File: src/rtl/swc_pkg.sv
// ----------------------------------------------------------------------------
// swc_pkg
// Shared types, codes and helpers of the set-associative write-back cache.
// ----------------------------------------------------------------------------
package swc_pkg;

    // Request classes decided by the front end
    localparam logic [1:0] CLS_READ  = 2'd0;
    localparam logic [1:0] CLS_WRITE = 2'd1;
    localparam logic [1:0] CLS_FILL  = 2'd2;
    localparam logic [1:0] CLS_BAD   = 2'd3;

    // Result kinds on the output stream
    localparam logic [2:0] KIND_RDATA  = 3'd0;
    localparam logic [2:0] KIND_WDONE  = 3'd1;
    localparam logic [2:0] KIND_WBACK  = 3'd2;
    localparam logic [2:0] KIND_FILLRQ = 3'd3;
    localparam logic [2:0] KIND_REJECT = 3'd4;

    localparam logic [15:0] SEED_RESET = 16'd44257;

    // Decoded request as it travels through the queue
    typedef struct packed {
        logic [1:0]  cls;
        logic [31:0] addr;
        logic [31:0] wdata;
        logic [31:0] wmask;
        logic [31:0] fdata;
    } item_t;

    // Victim LFSR: x^16+x^14+x^13+x^11+1, shifts left
    function automatic logic [15:0] lfsr_next(input logic [15:0] s);
        logic fb;
        fb = s[15] ^ s[13] ^ s[12] ^ s[10];
        return {s[14:0], fb};
    endfunction

    function automatic logic [31:0] merge_word(input logic [31:0] old,
                                               input logic [31:0] d,
                                               input logic [31:0] m);
        return (d & m) | (old & ~m);
    endfunction

endpackage

File: src/rtl/swc_fifo.sv
// ----------------------------------------------------------------------------
// swc_fifo
// Two-entry queue between the front end and the sequencer.
// ----------------------------------------------------------------------------
module swc_fifo (
    input  logic               aclk,
    input  logic               aresetn,
    input  logic               push,
    input  swc_pkg::item_t     push_item,
    output logic               full,
    input  logic               pop,
    output logic               head_valid,
    output swc_pkg::item_t     head_item
);
    import swc_pkg::*;

    item_t       slot_reg [2];
    logic        wr_ptr_reg;
    logic        rd_ptr_reg;
    logic [1:0]  count_reg;

    assign full       = (count_reg == 2'd2);
    assign head_valid = (count_reg != 2'd0);
    assign head_item  = slot_reg[rd_ptr_reg];

    // Storage
    always_ff @(posedge aclk) begin
        if (push) begin
            slot_reg[wr_ptr_reg] <= push_item;
        end
    end

    // Pointers and fill level
    always_ff @(posedge aclk) begin
        if (!aresetn) begin
            wr_ptr_reg <= 1'b0;
            rd_ptr_reg <= 1'b0;
            count_reg  <= 2'd0;
        end else begin
            if (push) wr_ptr_reg <= !wr_ptr_reg;
            if (pop)  rd_ptr_reg <= !rd_ptr_reg;
            count_reg <= count_reg + 2'(push) - 2'(pop);
        end
    end

endmodule

File: config.mk
export PLATFORM = sky130hd
export DESIGN_NAME = swc_fifo
export DESIGN_NICKNAME = d
export VERILOG_FILES = /design/src/rtl/swc_pkg.sv /design/src/rtl/swc_fifo.sv
export SDC_FILE = /design/constraint.sdc
export NUM_CORES = 1
export LEC_CHECK = 0
export BUFFER_PORTS_ARGS = -buffer_cell sky130_fd_sc_hd__buf_2
export CAP_MARGIN = 25
export CORE_AREA = 2 2 136 138
export CTS_BUF_LIST = sky130_fd_sc_hd__clkbuf_4 sky130_fd_sc_hd__clkbuf_8
export CTS_CLUSTER_SIZE = 28
export DETAILED_ROUTE_END_ITERATION = 10
export DIE_AREA = 0 0 138 140
export GPL_TIMING_DRIVEN = 0
export PLACE_DENSITY_LB_ADDON = 0.12
export SLEW_MARGIN = 30
export SYNTH_ARGS = -nofsm -noshare
export SYNTH_HDL_FRONTEND = slang
export SYNTH_SLANG_ARGS = --single-unit
File: constraint.sdc
create_clock -name aclk -period 13.82 [get_ports aclk]
set_input_delay 2.764 -clock aclk [delete_from_list [all_inputs] [get_ports aclk]]
set_output_delay 2.764 -clock aclk [all_outputs]
set_load 0.02 [all_outputs]
; After elaboration in Yosys (flattened, before gate mapping)
; Memories as Yosys holds them, arrays and structs flattened. A register that Yosys moved wholly into a read port is not among the register bits.
; Cells that the tools add are included.
[op_classes]
n_reduce_logical = 3
eq_ne = 1
muxes = 4
n_addsub = 2
[ops]
columns = operator, count
row1 = $mux W1, 4
row2 = $add A2 B1 Y2, 1
row3 = $eq A2 B2 Y1 const B, 1
row4 = $logic_not A1 Y1, 2
row5 = $reduce_bool A2 Y1, 1
row6 = $sub A2 B1 Y2, 1
[totals]
word_cells = 14
ramBits = 260
in_bits = 134
memories = 1
out_inout_bits = 132
ff_bits = 4
[mem_list]
columns = memory, words, word_bits, read_ports, rd_clocked_by_memory_dff, write_ports, line
row1 = slot_reg, 2, 130, 1, 1, 1, swc_fifo.sv:17  ; item_t slot_reg [2];

; Longest topological paths before layout
; Gate-level depths: netlist of the first run.
[logic_depth]
depth_word = 3
mapped_depth = 6
depth_no_buf = 6

; Least setup slack after synthesis of the first run
; Ideal clock, no wire load.
[synth_path]
kind = input to register
start = input port push
end = memory slot_reg[0][0] in the netlist's numbering, enable pin
cell_stages = 1
t_required_ns = 13.184
path_buffers = 0
arrival_time_ns = 8.429
setup_time_ns = 0.636
slack_ns = 4.755
path_cell_list = nor2b_1
[synth_between]
elab_chain_len = 2
[synth_lines]
columns = item, line
row1 = "start, declared", swc_fifo.sv:8  ; input logic push,
row2 = $mux W1, swc_fifo.sv:28  ; if (push) begin
row3 = $mux W1 (implied by the code), swc_fifo.sv:29  ; slot_reg[wr_ptr_reg] <= push_item;
row4 = "end, declared", swc_fifo.sv:17
; No other way between the ends.

==> results of run 1 <==
-- kinds of logic after synthesis --
kind of cell | after synthesis | share of synthesized area
AO/OA/AOI/OAI | 1 | 0.000780
XOR/XNOR | 2 | 0.00325
adder cells (fa/ha/maj) | 2 | 0.00260
buffers and inverters | 16 | 0.0148
flip-flops | 265 | 0.821
multiplexers | 130 | 0.152
AND/OR/NAND/NOR | 9 | 0.00584
-- placed cells by master (no fill, tap or decap) --
cell	synthesis	routed
buf_8	0	1
nor2b_1	4	3
clkinv_1	0	9
xor2_1	1	1
clkinvlp_4	0	1
buf_2	3	268
nor2b_4	0	1
and2_4	0	1
dfxtp_1	5	5
buf_4	1	1
buf_12	0	2
diode_2	0	3
xnor3_1	1	1
clkinv_2	0	4
clkbuf_8	0	45
mux2_2	130	130
edfxtp_1	260	260
inv_1	2	2
o21a_1	1	1
or2_2	1	1
clkbuf_4	0	17
and2_1	4	3
buf_16	0	7
buf_6	10	10
ha_1	2	2
-- power by group through the flow --
| stage | logic [µW] | clock network, µW | registers, µW |
|---|---|---|---|
| 6_report | 228 | 621 | 939 |
| 5_1_grt | 244 | 676 | 942 |
| 4_1_cts | 233 | 639 | 940 |
| 3_5_place_dp | 231 | 0 | 956 |
| 3_3_place_gp | 214 | 0 | 964 |
| 2_1_floorplan | 140 | 0 | 960 |
-- cell type report --
type | instances | area share
antenna | 3 | 0.000609
buffer | 14 | 0.0110
clock buffer | 62 | 0.0606
clock inverter | 14 | 0.00498
inverter | 2 | 0.000609
multi-input combinational | 144 | 0.129
sequential | 265 | 0.642
tap | 229 | 0.0233
timing repair buffer | 275 | 0.128
-- per-stage QoR --
step / instance area [µm²] / instances / utilization / worst slack [ns] / hold slack, ns
2_1_floorplan: 9630 / 425 / - / 4.76 / 0.555
3_3_place_gp: 11200 / 919 / 0.633 / 1.80 / 0.570
3_5_place_dp: 11500 / 929 / 0.647 / 9.52 / 0.588
4_1_cts: 12300 / 1005 / 0.693 / 9.10 / 0.600
5_1_grt: 12300 / 1007 / 0.693 / 9.05 / 0.624
6_report: 12300 / 1008 / 0.693 / 9.16 / 0.598
-- path summary, 6_finish.rpt --
check | to | cells after the start | start | slack [ns]
min reg2reg | flop | 2 | rd_ptr_reg | 0.60
max reg2reg | slot_reg[0][49] | 4 | wr_ptr_reg | 12.11
min | flop | 2 | rd_ptr_reg | 0.60
max | head_item[60] | 4 | flop | 9.16
-- worst max-delay path: cells and delay by family (launching register included) --
family	cells	cell delay, ns
buf+inv	3	0.66
flops	1	0.35
mux	1	0.35
-- metal layers --
layer / vias to the layer above / wire length (µm)
li1: 2356 / -
met1: 2403 / 6710
met5: - / 13
met2: 210 / 8990
met4: 2 / 657
met3: 49 / 1660
==> summary.md, run 1 <==
| Metric | Value |
|---|---|
| Status | `complete, no violations` |
| Share of cells above drive strength 1 | `0.630` |
| Top-count cell post-synth | `edfxtp_1` |
| Synth Flop Type | `edfxtp_1` |
| Fraction of registers with async set/reset | `0` |
| Syn Inst Count | `425` |
| CTS max path bufs | `3` |
| Clk pwr share | `0.347` |
| Combinational Power Share | `0.128` |
| Mean Syn Cell Area | `between 20 and 25 µm²` |
| Fin Setup TNS | `0 ns` |
| Reg clk slew, reported paths | `~0.060 ns` |
| # IOs | `266` |
| Layout Nets | `880` |
| Largest net degree at the start of global routing | `47` |
| Switch Pwr | `414 µW` |
| Count of cell types in the netlist | `14` |
| Die area | `19,300 µm²` |
| Synthesized net count | `~560` |
| Cell taking the most area after synthesis | `edfxtp_1` |
| Initial core utilization | `0.542` |
| Relative max-transition margin | `0.634` |
| Cell area after synthesis | `slightly below 10,000 µm²` |
| Post-DP HPWL | `12,500 µm` |
| Fill count | `1,218` |
| Drt wl/cell | `17.9 µm` |
| First-pass GRT wire length | `about 28,000 µm` |
| Count of final setup violators | `0` |
| Post-synthesis sequential area ratio | `0.821` |
| Met3 usage | `0.0762` |
| Synth top area share | `0.810` |
| Startpoint Class | `flop` |
| Post-synth EDFFs | `between 200 and 300` |
| # resized after CTS | `0` |
| I/O Buffers | `265` |
| Met1 Use GR | `0.208` |
| Hold-fix buffers, CTS | `0` |
| Slowest Stage Delay on Critical Path | `roughly 0.35 ns` |
| Initial antenna violation count | `4` |
| Worst path slowest cell | `dfxtp_1` |
| P&R area growth vs syn | `27.9%` |
| Maxcap violations | `0` |
| Clk root buf | `clkbuf_8` |
| GR Util met2 | `0.308` |
| Register area | `7910 µm²` |
| DR iter-0 viols | `197` |
| Sw Share | `0.231` |
| Vias in the first global route | `approximately 5,400` |
| Skew final | `0.0170 ns` |
| Row cnt | `49` |
| Post-route DRC | `0` |
| Worst EP arrival | `1.90 ns` |
| Most used routing layer | `met2` |
| WP data required | `11.06 ns` |
| #FFs+latches synth | `265` |
| Routability Congestion | `0.788` |
| Hold crit path type | `reg -> reg` |
| Leakage power | `0.00471 µW` |
| GRT Overall Usage | `0.185` |
| Critical Path, Cell by Cell | `buf_4 > buf_6 > mux2_2 > buf_2` |
| Cts bufs inserted | `42` |
| Peak supply drop | `128 µV` |
| Area occupied by multi-input gates | `~1600 µm²` |
| Core box area | `17,800 µm²` |
| P_int | `between 1000 and 1500 µW` |
| Power Dens Cells | `145 nW/µm²` |
| Clock sink count | `between 200 and 300` |
| Vias | `roughly 5,000` |
| Routed Antenna Nets | `0` |
| CTS tree | `yes` |
| Min Tclk post-route | `roughly 4.7 ns` |
| Least-Margin Pin Slew | `0.547 ns` |
| Via/cell ratio | `between 4 and 5` |
| Sequential share of power | `0.525` |
| Die height | `140 µm` |
| Synth cell count leaders | `edfxtp_1 (260), mux2_2 (130), buf_6 (10)` |
| Die width | `138 µm` |
| Final Power | `1790 µW` |
| Worst-path fanout max | `10` |
| H-tree Lvls | `2` |
| Final hold vios | `0` |
| Fmax | `0.214 GHz` |
| Synth area leaders | `edfxtp_1 (81%), mux2_2 (15%), buf_6 (1.2%)` |
| Clk_lat worst skew | `about 0.52 ns` |
| CP endpoint kind | `output port` |
| Max reg flops | `260` |
| Post-Route WL | `~18,000 µm` |
| Max-slew violations | `0` |
| Post-CTS Setup Bufs | `0` |
| Crit Path Class | `reg -> out` |
| Post-route clock period utilization | `0.337` |
| TritonRoute pass-1 iters | `4` |
| Yosys warns | `0` |
| RSZ-0062 raised after global routing | `false` |
| Total grt overflow | `0` |
No activity file was read; power rests on OpenSTA's default activity.
==> run 2, diff against run 1 <==
--- a/config.mk
+++ b/config.mk
@@ -7,11 +7,11 @@
 export LEC_CHECK = 0
 export BUFFER_PORTS_ARGS = -buffer_cell sky130_fd_sc_hd__buf_2
 export CAP_MARGIN = 25
-export CORE_AREA = 2 2 136 138
+export CORE_AREA = 2 2 137 139
 export CTS_BUF_LIST = sky130_fd_sc_hd__clkbuf_4 sky130_fd_sc_hd__clkbuf_8
 export CTS_CLUSTER_SIZE = 28
 export DETAILED_ROUTE_END_ITERATION = 10
-export DIE_AREA = 0 0 138 140
+export DIE_AREA = 0 0 139 141
 export GPL_TIMING_DRIVEN = 0
 export PLACE_DENSITY_LB_ADDON = 0.12
 export SLEW_MARGIN = 30
==> constraint.sdc (replaced) <==
create_clock -name aclk -period 4.75 [get_ports aclk]
set_input_delay 0.95 -clock aclk [delete_from_list [all_inputs] [get_ports aclk]]
set_output_delay 0.95 -clock aclk [all_outputs]
set_load 0.02 [all_outputs]
==> run 2 against run 1 <==
Against the previous run: critical path depth unchanged; flip-flop and latch count unchanged; final cell count about the same; via count about the same; critical endpoint is now head_item[107].
==> summary.md, run 2 (synthesis gave the netlist of run 1 again) <==
| Metric | Value |
|---|---|
| RR Startpoint | `wr_ptr_reg (unchanged)` |
| Fmax | `0.358 GHz` |
| Worst EP arrival | `1.84 ns (was 1.90 ns)` |
| GRT Overall Usage | `0.183 (was 0.185)` |
| Hold crit path type | `reg -> reg (unchanged)` |
| Status | `complete, no violations (unchanged)` |
| Clock sink count | `265 (unchanged)` |
| Largest net degree at the start of global routing | `47 (unchanged)` |
| # IOs | `266 (unchanged)` |
| I/O Buffers | `265 (unchanged)` |
| Reg2Reg Setup Slack | `2.84 ns (was 12.11 ns)` |
| Placed insts | `934 (was 929)` |
| Sequential share of power | `0.521 (was 0.525)` |
| Core box area | `18,300 µm² (was 17,800 µm²)` |
| Met1 Use GR | `0.191 (was 0.208)` |
| Hold-fix buffers, CTS | `0 (unchanged)` |
| Total grt overflow | `0 (unchanged)` |
| Setup ws final | `1.96 ns (was 9.16 ns)` |
| Hold depth | `2 (unchanged)` |
| Routed Antenna Nets | `0 (unchanged)` |
| Final hold vios | `0 (unchanged)` |
| Leakage power | `0.00472 µW (was 0.00471 µW)` |
| Maxcap violations | `0 (unchanged)` |
| Most common cell after layout, fill and taps aside | `buf_2 (unchanged)` |
| Relative max-transition margin | `0.662 (was 0.634)` |
| Drt wl/cell | `18.3 µm (was 17.9 µm)` |
| Initial antenna violation count | `1 (was 4)` |
| CTS max path bufs | `3 (unchanged)` |
| Critical Path, Cell by Cell | `buf_4 > buf_6 > mux2_2 > buf_2 (unchanged)` |
| Most used routing layer | `met2 (unchanged)` |
| Cts bufs inserted | `42 (unchanged)` |
| Slowest Stage Delay on Critical Path | `0.35 ns (about the same)` |
| Least-Margin Pin Slew | `0.506 ns (was 0.547 ns)` |
| Skew final | `0.0117 ns (was 0.0170 ns)` |
| Via/cell ratio | `4.98 (about the same)` |
| CP endpoint kind | `output port (unchanged)` |
| DR iter-0 viols | `188 (was 197)` |
| Max-slew violations | `0 (unchanged)` |
| P_int | `4050 µW (was 1380 µW)` |
| Peak supply drop | `264 µV (was 128 µV)` |
| Worst R2R End | `slot_reg[1][90] (was slot_reg[0][49])` |
| Met3 usage | `0.0676 (was 0.0762)` |
| TritonRoute pass-1 iters | `6 (was 4)` |
| Antenna cells | `0 (was 3)` |
| Routability Congestion | `0.744 (was 0.788)` |
| Post-CTS Setup Bufs | `0 (unchanged)` |
| Crit Path Class | `reg -> out (unchanged)` |
| RSZ-0062 raised after global routing | `false (unchanged)` |
| Clk_lat worst skew | `0.51 ns (was 0.52 ns)` |
| Post-DP HPWL | `13,100 µm (was 12,500 µm)` |
| H-tree Lvls | `2 (unchanged)` |
| Worst R2R Path Depth | `4 (unchanged)` |
| Initial core utilization | `0.527 (was 0.542)` |
| Post-route clock period utilization | `0.587` |
| Clk pwr share | `0.352 (was 0.347)` |
| Final cell count without fillers | `1,009 (was 1,008)` |
| Count of final setup violators | `0 (unchanged)` |
| WP data required | `3.80 ns (was 11.06 ns)` |
| P&R area growth vs syn | `28.0% (was 27.9%)` |
| Sw Share | `0.229 (was 0.231)` |
| GR Util met2 | `0.327 (was 0.308)` |
| Post-place setup slack | `2.16 ns (was 9.52 ns)` |
| Min-delay src | `rd_ptr_reg (unchanged)` |
| Vias in the first global route | `5,495 (was 5,401)` |
| Post-route DRC | `0 (unchanged)` |
| Reg clk slew, reported paths | `0.06 ns (about the same)` |
| # resized after CTS | `0 (unchanged)` |
| Post-Route WL | `18,500 µm (was 18,000 µm)` |
| Commonest cells after routing, fill and taps aside | `buf_2 (268), edfxtp_1 (260), mux2_2 (130) (unchanged)` |
| Fill count | `1,255 (was 1,218)` |
| First-pass GRT wire length | `27,500 µm (was 27,700 µm)` |
| Combinational Power Share | `0.127 (was 0.128)` |
| Layout Nets | `880 (unchanged)` |
| Switch Pwr | `1200 µW (was 414 µW)` |
| Startpoint Class | `flop (unchanged)` |
| Power Dens Cells | `426 nW/µm² (was 145 nW/µm²)` |
| Min Tclk post-route | `roughly 2.8 ns` |
| Die area | `19,600 µm² (was 19,300 µm²)` |
| Die height | `141 µm (was 140 µm)` |
| Die width | `139 µm (was 138 µm)` |
| Worst-path fanout max | `10 (unchanged)` |
| Max reg flops | `260 (unchanged)` |
| Clk root buf | `clkbuf_8 (unchanged)` |
| Worst path slowest cell | `dfxtp_1 (unchanged)` |
| CTS tree | `yes (unchanged)` |
| Vias | `5,023 (was 5,020)` |
| Share of cells above drive strength 1 | `0.630 (about the same)` |
| Row cnt | `50 (was 49)` |
run 2: cell count changes in the layout (fill, tap and decap cells not counted), sizes merged:
cell,change
clkbuf,-1
bufinv,+1
clkinvlp,-1
diode,-3
run 2: worst max-delay path by stage:
stage	endpoint	cells past startpoint	slack, ns
after detailed placement	slot_reg[1][84]	5	2.16
after CTS	head_item[107]	4	1.88
after global routing	head_item[107]	4	1.85
after global placement	slot_reg[1][80]	2	-1.24
after floorplan	slot_reg[1][0]	1	0.33
final	head_item[107]	4	1.96
run 2: metal layers:
layer,up-vias,wire [µm],part of all wire
met1,2426,6710,0.36
met5,-,0,0
li1,2336,-,-
met4,0,644,0.035
met3,50,1570,0.085
met2,211,9580,0.52
run 2: layout make-up:
class / count / area (µm²) / share of cell area
buffer: 14 / 135 / 0.0110
clock buffer: 61 / 739 / 0.0600
clock inverter: 14 / 83.8 / 0.00680
inverter: 2 / 7.51 / 0.000609
multi-input combinational: 144 / 1590 / 0.129
sequential: 265 / 7910 / 0.641
tap: 234 / 293 / 0.0237
timing repair buffer: 275 / 1570 / 0.128
run 2: per-stage QoR:
| stage | setup TNS, ns | hold WS (ns) | total power (µW) | utilization | instance area [µm²] |
|---|---|---|---|---|---|
| after floorplan | 0 | 0.555 | 3190 | - | 9640 |
| after global placement | -160.48 | 0.566 | 3410 | 0.616 | 11300 |
| after detailed placement | 0 | 0.572 | 3460 | 0.630 | 11500 |
| after CTS | 0 | 0.579 | 5310 | 0.675 | 12300 |
| after global routing | 0 | 0.589 | 5450 | 0.675 | 12300 |
| final | 0 | 0.579 | 5250 | 0.675 | 12300 |
run 2: worst max-delay path: cells and delay by family (launching register included):
family,cells,cell delay [ns]
flops,1,0.35
buf+inv,3,0.62
mux,1,0.35
run 2: power by group through the flow:
stage / logic [µW] / clock network, µW / registers (µW)
global placement: 626 / 0 / 2790
finish: 666 / 1850 / 2730
global route: 712 / 2000 / 2740
floorplan: 408 / 0 / 2780
detailed placement: 674 / 0 / 2780
CTS: 678 / 1900 / 2740
==> run 3, diff against run 2 <==
==> constraint.sdc (replaced) <==
create_clock -name aclk -period 2.8 [get_ports aclk]
set_input_delay 0.56 -clock aclk [delete_from_list [all_inputs] [get_ports aclk]]
set_output_delay 0.56 -clock aclk [all_outputs]
set_load 0.02 [all_outputs]
==> run 3 against run 2 <==
Against the previous run: core utilization down 0.20 points; critical path depth unchanged; first-iteration DRC count increased by 28%; count of clock-buffer cells in the layout up 1; clock power grew 65%; die area unchanged; via count shrank 0.62%; flip-flop and latch count is the same; hold slack lost 0.36 ns; global-route usage is 0.095 points higher; routed wire length fell by 0.23%; critical path type unchanged.
==> summary.md, run 3 (synthesis gave the netlist of run 1 again) <==
| Metric | Value |
|---|---|
| Total grt overflow | `0 (unchanged)` |
| Vias in the first global route | `5,419 (was 5,495)` |
| Routed Antenna Nets | `0 (unchanged)` |
| Crit Path Class | `reg -> out (unchanged)` |
| Final hold vios | `0 (unchanged)` |
| Post-place setup slack | `0.604 ns (was 2.16 ns)` |
| Most common cell after layout, fill and taps aside | `buf_2 (unchanged)` |
| Min Tclk post-route | `between 2 and 2.5 ns` |
| Status | `complete, no violations (unchanged)` |
| # IOs | `266 (unchanged)` |
| Row cnt | `50 (unchanged)` |
| Routability Congestion | `0.744 (about the same)` |
| Commonest cells after routing, fill and taps aside | `buf_2 (268), edfxtp_1 (260), mux2_2 (130) (unchanged)` |
| P&R area growth vs syn | `27.6% (was 28.0%)` |
| Die area | `19,600 µm² (unchanged)` |
| Post-Route WL | `18,500 µm (about the same)` |
| Hold crit path type | `in -> reg (was reg -> reg)` |
| GRT Overall Usage | `0.183 (about the same)` |
| Leakage power | `0.00469 µW (was 0.00472 µW)` |
| RSZ-0062 raised after global routing | `false (unchanged)` |
| WP data required | `2.24 ns (was 3.80 ns)` |
| Peak supply drop | `571 µV (was 264 µV)` |
| Post-DP HPWL | `12,900 µm (was 13,100 µm)` |
| Clock sink count | `265 (unchanged)` |
| Initial core utilization | `0.527 (unchanged)` |
| Post-route DRC | `0 (unchanged)` |
| Power Dens Cells | `717 nW/µm² (was 426 nW/µm²)` |
| Reg clk slew, reported paths | `0.06 ns (about the same)` |
| CP endpoint kind | `output port (unchanged)` |
| Clk_lat worst skew | `0.52 ns (was 0.51 ns)` |
| Maxcap violations | `0 (unchanged)` |
| Share of cells above drive strength 1 | `0.629 (was 0.630)` |
| Worst EP arrival | `1.90 ns (was 1.84 ns)` |
| I/O Buffers | `265 (unchanged)` |
| DR iter-0 viols | `240 (was 188)` |
| Hold slack | `0.223 ns (was 0.579 ns)` |
| Relative max-transition margin | `0.612 (was 0.662)` |
| Via/cell ratio | `4.94 (was 4.98)` |
| Die width | `139 µm (unchanged)` |
| Drt wl/cell | `18.3 µm (about the same)` |
| Post-CTS Setup Bufs | `0 (unchanged)` |
| Least-Margin Pin Slew | `0.581 ns (was 0.506 ns)` |
| Cts bufs inserted | `41 (was 42)` |
| First-pass GRT wire length | `27,700 µm (was 27,500 µm)` |
| Max-slew violations | `0 (unchanged)` |
| # resized after CTS | `0 (unchanged)` |
| CTS max path bufs | `3 (unchanged)` |
| Post-route clock period utilization | `0.879` |
| Startpoint Class | `flop (unchanged)` |
| Core box area | `18,300 µm² (unchanged)` |
| Hold-fix buffers, CTS | `0 (unchanged)` |
| Fmax | `about 0.4 GHz` |
| Die height | `141 µm (unchanged)` |
| Largest net degree at the start of global routing | `46 (was 47)` |
| CTS tree | `yes (unchanged)` |
| TritonRoute pass-1 iters | `4 (was 6)` |
| Initial antenna violation count | `3 (was 1)` |
| Max reg flops | `260 (unchanged)` |
| Layout Nets | `878 (was 880)` |
| H-tree Lvls | `2 (unchanged)` |
| Setup ws final | `0.338 ns (was 1.96 ns)` |
| Clk root buf | `clkbuf_8 (unchanged)` |
| Skew final | `0.00956 ns (was 0.0117 ns)` |
| Worst-path fanout max | `10 (unchanged)` |
| Vias | `4,992 (was 5,023)` |
| Final Power | `8820 µW (was 5250 µW)` |
| Fin Setup TNS | `0 ns (unchanged)` |
| Count of final setup violators | `0 (unchanged)` |
## run 3: cell count changes in the layout (fill, tap and decap cells not counted), sizes merged
cell      previous run  this run
buf                289       288
diode                0         2
clkinv              13        12
bufinv               1         0
clkinvlp             0         1
clkbuf              61        62
## run 3: layer usage
metal,part of all wire,up-vias,track usage
met3,0.088,37,0.0795
met1,0.36,2420,0.198
met4,0.029,2,0.0819
li1,-,2341,-
met2,0.52,192,0.316
met5,0.00087,-,0
## run 3: area by class of cell
type	instances	area (µm²)
well taps	234	293
plain buffers	14	135
flip-flops and latches	265	7910
multi-input cells	144	1590
fillers	1259	5970
clock buffers	62	741
diodes	2	5.00
repair buffers	274	1560
inverters	2	7.51
clock inverters	13	56.3
## run 3: worst paths after layout
kind	depth (start not counted)	start	endpoint	slack, ns
worst max-delay path	4	flop	head_item[39]	0.34
worst min-delay path	1	push_item[128]	slot_reg[1][128]	0.22
worst max register to register	4	wr_ptr_reg	slot_reg[0][63]	1.01
worst min register to register	2	rd_ptr_reg	flop	0.61
## run 3: report_power, final
group / total, µW / internal, µW / switching, µW
logic: 1120 / 490 / 635
clock network: 3060 / 1690 / 1370
registers: 4640 / 4590 / 48.5
total: 8820 / 6770 / 2050
## run 3: worst max-delay path, stage by stage (launching register included)
cell and delay (ns):
dfxtp_1 0.38, buf_4 0.29, buf_6 0.20, mux2_2 0.35
buf_2 0.17
## run 3: per-stage QoR
stage / cell area (µm²) / std cells / util
detailed placement: 11500 / 933 / 0.629
global placement: 11300 / 924 / 0.617
floorplan: 9640 / 425 / -
finish: 12300 / 1010 / 0.673
global route: 12300 / 1010 / 0.673
CTS: 12300 / 1008 / 0.673
